$ cat src/rtl/core/c8ie_pkg.sv
// Shared constants, codes, types and helpers for the CHIP-8 executor.
// No dependencies.
package c8ie_pkg;

    localparam int STACK_DEPTH   = 16;
    localparam int MEM_BYTES     = 4096;
    localparam int SCREEN_WIDTH  = 64;
    localparam int SCREEN_HEIGHT = 32;

    localparam int MEM_AW     = $clog2(MEM_BYTES);
    localparam int STK_AW     = $clog2(STACK_DEPTH);
    localparam int STK_CW     = $clog2(STACK_DEPTH + 1);
    localparam int WRAP_STEPS = 17 - MEM_AW;

    localparam logic [11:0] PROGRAM_START_RESET = 12'd512;
    localparam logic [3:0]  VF_IDX = 4'hF;

    typedef enum logic [1:0] {
        ACT_EXEC  = 2'd0,
        ACT_WRITE = 2'd1,
        ACT_READ  = 2'd2,
        ACT_TICK  = 2'd3
    } action_t;

    typedef enum logic [1:0] {
        ST_OK        = 2'd0,
        ST_ILLEGAL   = 2'd1,
        ST_OVERFLOW  = 2'd2,
        ST_UNDERFLOW = 2'd3
    } status_t;

    // opcode groups (top nibble)
    localparam logic [3:0] OPG_SYS   = 4'h0;
    localparam logic [3:0] OPG_JP    = 4'h1;
    localparam logic [3:0] OPG_CALL  = 4'h2;
    localparam logic [3:0] OPG_SE    = 4'h3;
    localparam logic [3:0] OPG_SNE   = 4'h4;
    localparam logic [3:0] OPG_SER   = 4'h5;
    localparam logic [3:0] OPG_LD    = 4'h6;
    localparam logic [3:0] OPG_ADD   = 4'h7;
    localparam logic [3:0] OPG_ALU   = 4'h8;
    localparam logic [3:0] OPG_SNER  = 4'h9;
    localparam logic [3:0] OPG_LDI   = 4'hA;
    localparam logic [3:0] OPG_JPV0  = 4'hB;
    localparam logic [3:0] OPG_RND   = 4'hC;
    localparam logic [3:0] OPG_DRAW  = 4'hD;
    localparam logic [3:0] OPG_KEY   = 4'hE;
    localparam logic [3:0] OPG_MISC  = 4'hF;

    localparam logic [15:0] OP_CLS = 16'h00E0;
    localparam logic [15:0] OP_RET = 16'h00EE;

    // 8XYn sub-operations
    localparam logic [3:0] ALU_MOV = 4'h0;
    localparam logic [3:0] ALU_OR  = 4'h1;
    localparam logic [3:0] ALU_AND = 4'h2;
    localparam logic [3:0] ALU_XOR = 4'h3;
    localparam logic [3:0] ALU_ADD = 4'h4;
    localparam logic [3:0] ALU_SUB = 4'h5;
    localparam logic [3:0] ALU_SHR = 4'h6;
    localparam logic [3:0] ALU_SBN = 4'h7;
    localparam logic [3:0] ALU_SHL = 4'hE;

    // EXKK and FXKK sub-codes
    localparam logic [7:0] KK_SKP    = 8'h9E;
    localparam logic [7:0] KK_SKNP   = 8'hA1;
    localparam logic [7:0] KK_GET_DT = 8'h07;
    localparam logic [7:0] KK_SET_DT = 8'h15;
    localparam logic [7:0] KK_SET_ST = 8'h18;
    localparam logic [7:0] KK_ADD_I  = 8'h1E;
    localparam logic [7:0] KK_FONT   = 8'h29;
    localparam logic [7:0] KK_BCD    = 8'h33;
    localparam logic [7:0] KK_STORE  = 8'h55;
    localparam logic [7:0] KK_LOAD   = 8'h65;

    typedef struct packed {
        logic latch;
        logic misc;
        logic issue_x;
        logic issue_y;
        logic alu;
        logic draw_rd;
        logic draw_wr;
        logic draw_end;
        logic finish;
    } cmd_t;

    typedef struct packed {
        logic is_draw;
        logic n_zero;
        logic last_row;
    } sts_t;

    typedef struct packed {
        logic        we;
        logic [11:0] data;
    } cfg_t;

    // address modulo MEM_BYTES by restoring subtraction
    function automatic logic [MEM_AW-1:0] mem_wrap(input logic [15:0] a);
        logic [16:0] t;
        t = {1'b0, a};
        for (int k = WRAP_STEPS - 1; k >= 0; k--) begin
            if (t >= (17'(MEM_BYTES) << k))
            begin
                t = t - (17'(MEM_BYTES) << k);
            end
        end
        return t[MEM_AW-1:0];
    endfunction

endpackage

$ cat src/rtl/core/c8ie_ctrl.sv
// Sequencer for the CHIP-8 executor: steps each item through the datapath.
// Depends on c8ie_pkg.
module c8ie_ctrl (
    input  logic               clk,
    input  logic               rst_n,
    input  logic               in_valid,
    output logic               in_stall,
    input  logic [1:0]         action,
    output logic               out_valid,
    input  logic               out_stall,
    input  c8ie_pkg::sts_t     sts,
    output c8ie_pkg::cmd_t     cmd
);

    typedef enum logic [3:0] {
        S_IDLE,
        S_MISC,
        S_RD_X,
        S_RD_Y,
        S_ALU,
        S_DRAW_RD,
        S_DRAW_WR,
        S_DRAW_END,
        S_FIN
    } state_t;

    state_t state_reg;
    logic   out_valid_reg;
    logic   accept;
    logic   out_free;

    assign in_stall  = (state_reg != S_IDLE);
    assign accept    = in_valid && !in_stall;
    assign out_free  = !out_valid_reg || !out_stall;
    assign out_valid = out_valid_reg;

    always_comb
    begin
        cmd          = '0;
        cmd.latch    = accept;
        cmd.misc     = (state_reg == S_MISC);
        cmd.issue_x  = (state_reg == S_RD_X);
        cmd.issue_y  = (state_reg == S_RD_Y);
        cmd.alu      = (state_reg == S_ALU);
        cmd.draw_rd  = (state_reg == S_DRAW_RD);
        cmd.draw_wr  = (state_reg == S_DRAW_WR);
        cmd.draw_end = (state_reg == S_DRAW_END);
        cmd.finish   = (state_reg == S_FIN) && out_free;
    end

    always_ff @(posedge clk or negedge rst_n)
    begin
        if (!rst_n)
        begin
            state_reg     <= S_IDLE;
            out_valid_reg <= 1'b0;
        end
        else
        begin
            // a new result may replace one taken at this edge
            if (cmd.finish)
            begin
                out_valid_reg <= 1'b1;
            end
            else if (!out_stall)
            begin
                out_valid_reg <= 1'b0;
            end
            unique case (state_reg)
                S_IDLE:
                begin
                    if (accept)
                    begin
                        state_reg <= (c8ie_pkg::action_t'(action) == c8ie_pkg::ACT_EXEC)
                                     ? S_RD_X : S_MISC;
                    end
                end
                S_MISC:     state_reg <= S_FIN;
                S_RD_X:     state_reg <= S_RD_Y;
                S_RD_Y:     state_reg <= S_ALU;
                S_ALU:
                begin
                    if (!sts.is_draw)
                    begin
                        state_reg <= S_FIN;
                    end
                    else
                    begin
                        state_reg <= sts.n_zero ? S_DRAW_END : S_DRAW_RD;
                    end
                end
                S_DRAW_RD:  state_reg <= S_DRAW_WR;
                S_DRAW_WR:  state_reg <= sts.last_row ? S_DRAW_END : S_DRAW_RD;
                S_DRAW_END: state_reg <= S_FIN;
                S_FIN:
                begin
                    if (out_free)
                    begin
                        state_reg <= S_IDLE;
                    end
                end
                default:    state_reg <= S_IDLE;
            endcase
        end
    end

endmodule

$ cat config.mk
export PLATFORM = sky130hd
export DESIGN_NAME = c8ie_ctrl
export DESIGN_NICKNAME = d
export VERILOG_FILES = /design/src/rtl/core/c8ie_pkg.sv /design/src/rtl/core/c8ie_ctrl.sv
export SDC_FILE = /design/constraint.sdc
export NUM_CORES = 1
export LEC_CHECK = 0
export BUFFER_PORTS_ARGS = -buffer_cell sky130_fd_sc_hd__buf_2
export CAP_MARGIN = 10
export CELL_PAD_IN_SITES_DETAIL_PLACEMENT = 1
export CELL_PAD_IN_SITES_GLOBAL_PLACEMENT = 2
export CORE_MARGIN = 2
export CORE_UTILIZATION = 22
export DETAILED_ROUTE_END_ITERATION = 16
export MAX_ROUTING_LAYER = met4
export PLACE_DENSITY = 0.72
export SLEW_MARGIN = 20
export SYNTH_ARGS = -nofsm -noshare
export SYNTH_HDL_FRONTEND = slang
export SYNTH_SLANG_ARGS = --single-unit
$ cat constraint.sdc
create_clock -name clk -period 2.25 [get_ports clk]
set_input_delay 0.5625 -clock clk [delete_from_list [all_inputs] [get_ports clk]]
set_output_delay 0.5625 -clock clk [all_outputs]
set_load 0.02 [all_outputs]
==> impl_metrics.env <==
export IMPL_status="finished clean"
export IMPL_rsz0062_at_grt="no"
export IMPL_cp_end_kind="primary output"
export IMPL_routabilityCongestion=0.698
export IMPL_required_ns=1.69
export IMPL_cts_sinks=5
export IMPL_hold_viol=0
export IMPL_ios=20
export IMPL_multiInputGateArea_um2=236
export IMPL_clock_path_buffers=2
export IMPL_endpoint="cmd[8]"
export IMPL_wl_met3_um=44
export IMPL_firstDrtPassIters=4
export IMPL_die_x_um=46.8
export IMPL_ys_flop_type="dfrtp_1"
export IMPL_met2WireLength_um=532
export IMPL_grt_pass1_vias=387
export IMPL_antenna_found_initial=0
export IMPL_r2r_slack_ns=0.89
export IMPL_cts_clk_slew_worst_paths_ns=0.05
export IMPL_drt_initial_drc_count=1
export IMPL_period_share_pct=94.3
export IMPL_ff2ff_path_depth=4
export IMPL_syn_inst=51
export IMPL_synth_edf_count=0
export IMPL_postSynthNetCount=60
export IMPL_yosys_top_cells_area="dfrtp_1, nor2_1, nor3_1, nand2_1, nand2b_1"
export IMPL_tritoncts="built"
export IMPL_worstMarginPinSlew_ns=0.437
export IMPL_drv_cap=0
export IMPL_synth_area_um2=403
export IMPL_critical_path_startpoint="state_reg[2]$_DFFE_PN0P_"
export IMPL_htree_levels=1
export IMPL_finalSetupViolCount=0
export IMPL_synth_common_cells="nor2_1, dfrtp_1, nand2_1, nor3_1"
export IMPL_regToRegEndpoint="state_reg[0]$_DFFE_PN0P_"
export IMPL_clk_latency_ns=0.25
export IMPL_yosysTopAreaCellShare_pct=31.1
export IMPL_ctsHoldBuffers=0
export IMPL_min_path_type="in -> async"
export IMPL_wirelength_um=1120
export IMPL_wire_per_inst_um=11.5
export IMPL_clock_skew_final_ns=0.00559
export IMPL_post_synth_top_area_cell="dfrtp_1"
export IMPL_async_flop_share_pct=100
export IMPL_dp_slack_ns=0.388
export IMPL_setup_tns_ns=0
export IMPL_max_slew_margin_rel_pct=70.8
export IMPL_final_nets=82
export IMPL_clockRootBuffer="clkbuf_4"
export IMPL_ys_ff_latch=5
export IMPL_highest_layer="met4"
export IMPL_path_max_fanout=15
export IMPL_num_fill_cells=232
export IMPL_period_needed_ns=2.12
export IMPL_cts_inserted_buffers=3
export IMPL_synth_cell_types=27
export IMPL_grt_overflow=0
export IMPL_core_area_mm2=0.00173
export IMPL_drive_above_1_share_pct=40.3
export IMPL_critPathLaunchType="flip-flop"
export IMPL_wl_met1_um=502
export IMPL_via_count=446
export IMPL_portBuffers=19
export IMPL_syn_to_final_growth_pct=35.1
export IMPL_dp_hpwl_um=899
export IMPL_die_h_um=46.8
export IMPL_start_util_pct=23.3
export IMPL_ys_seq_area_share_pct=31.1
export IMPL_power_total_mw=0.723
export IMPL_critical_path_class="reg -> out"
export IMPL_postCtsSetupBuffers=0
export IMPL_grt_start_max_net_pins=16
export IMPL_drc=0
export IMPL_max_freq_mhz=471
export IMPL_yosysMostFrequentCell="nor2_1"
export IMPL_p_leak_nw=0.267
export IMPL_postSynthAreaPerCell_um2=7.90
export IMPL_yosys_warnings=0
export IMPL_r2r_start="state_reg[2]$_DFFE_PN0P_"
export IMPL_finalMaxSlewViolations=0
export IMPL_viasPerCell=4.60
export IMPL_grt_first_pass_wirelength_um=1620
export IMPL_largest_register_ffs=4
export IMPL_grt_total_usage_pct=11.7
export IMPL_utilization_pct=31.5
export IMPL_rows=15
export IMPL_drtAntennaViolNets=0
export IMPL_power_density_mw_per_mm2=1330
export IMPL_post_cts_resized=0
export IMPL_regArea_um2=125
export IMPL_ir_drop_mv=0.307
export IMPL_setup_slack_ns=0.129
export IMPL_n_antenna_cell=0
export IMPL_dieArea_mm2=0.00219
export IMPL_cp_data_arrival_time_ns=1.56
export IMPL_whs_ns=0.124
==> worst max-delay path, cell delays in order, from the launching register on <==
cell and delay, ns:
dfrtp_1 0.53, or4_4 0.55, nor2_2 0.08, buf_2 0.16
==> stage by stage <==
step,area (um^2),instances
3_3_place_gp,518,93
4_1_cts,544,97
6_report,544,97
5_1_grt,544,97
2_1_floorplan,403,51
3_5_place_dp,518,93
==> layout make-up <==
cell class / count / share of cell area (%)
sequential: 5 / 23.0
tap: 25 / 5.75
inverter: 2 / 1.38
clock buffer: 4 / 4.83
timing repair buffer: 22 / 21.6
multi-input combinational: 39 / 43.4
==> kinds of logic after synthesis <==
| group | share of synthesized area [%] |
|---|---|
| flip-flops | 31.1 |
| AND/OR/NAND/NOR | 41.6 |
| buffers and inverters | 10.2 |
| AO/OA/AOI/OAI | 17.1 |
==> power by group <==
part           switching, mW  internal, mW  total (mW)
logic                  0.237         0.181       0.418
clock network         0.0401        0.0673       0.107
registers             0.0718         0.126       0.198
total                  0.349         0.374       0.723
==> placed cells by master (no fill, tap or decap) <==
cell,instances
a2111oi_2,1
o21ai_1,2
a21oi_1,1
and3_1,1
a21o_1,1
clkbuf_4,3
nand2_1,5
nor2_1,6
nand4_1,1
inv_1,2
clkbuf_1,1
o31ai_1,1
dfrtp_1,5
a31oi_1,1
or4_4,1
nor3_1,4
nand2b_1,3
nand3_1,1
a211oi_1,1
nor4b_2,1
nand3b_1,1
nor2b_1,2
nor4bb_1,1
o21ai_0,2
buf_2,19
buf_4,3
nor3b_1,1
nor2_2,1
==> worst min path at each step <==
stage                                           to  depth (start not counted)
after global placement    state_reg[0]$_DFFE_PN0P_                          1
final                     state_reg[1]$_DFFE_PN0P_                          1
after detailed placement  state_reg[0]$_DFFE_PN0P_                          1
after floorplan              out_valid$_DFFE_PN0P_                          0
after CTS                 state_reg[1]$_DFFE_PN0P_                          1
after global routing         out_valid$_DFFE_PN0P_                          1
==> routing by layer <==
| metal | GRT usage (%) | vias to the layer above |
|---|---|---|
| met4 | 11.7 | 0 |
| met5 | - | - |
| met2 | 17.0 | 15 |
| met3 | 1.15 | 4 |
| li1 | - | 220 |
| met1 | 13.6 | 207 |
No activity file was read; power rests on OpenSTA's default activity.
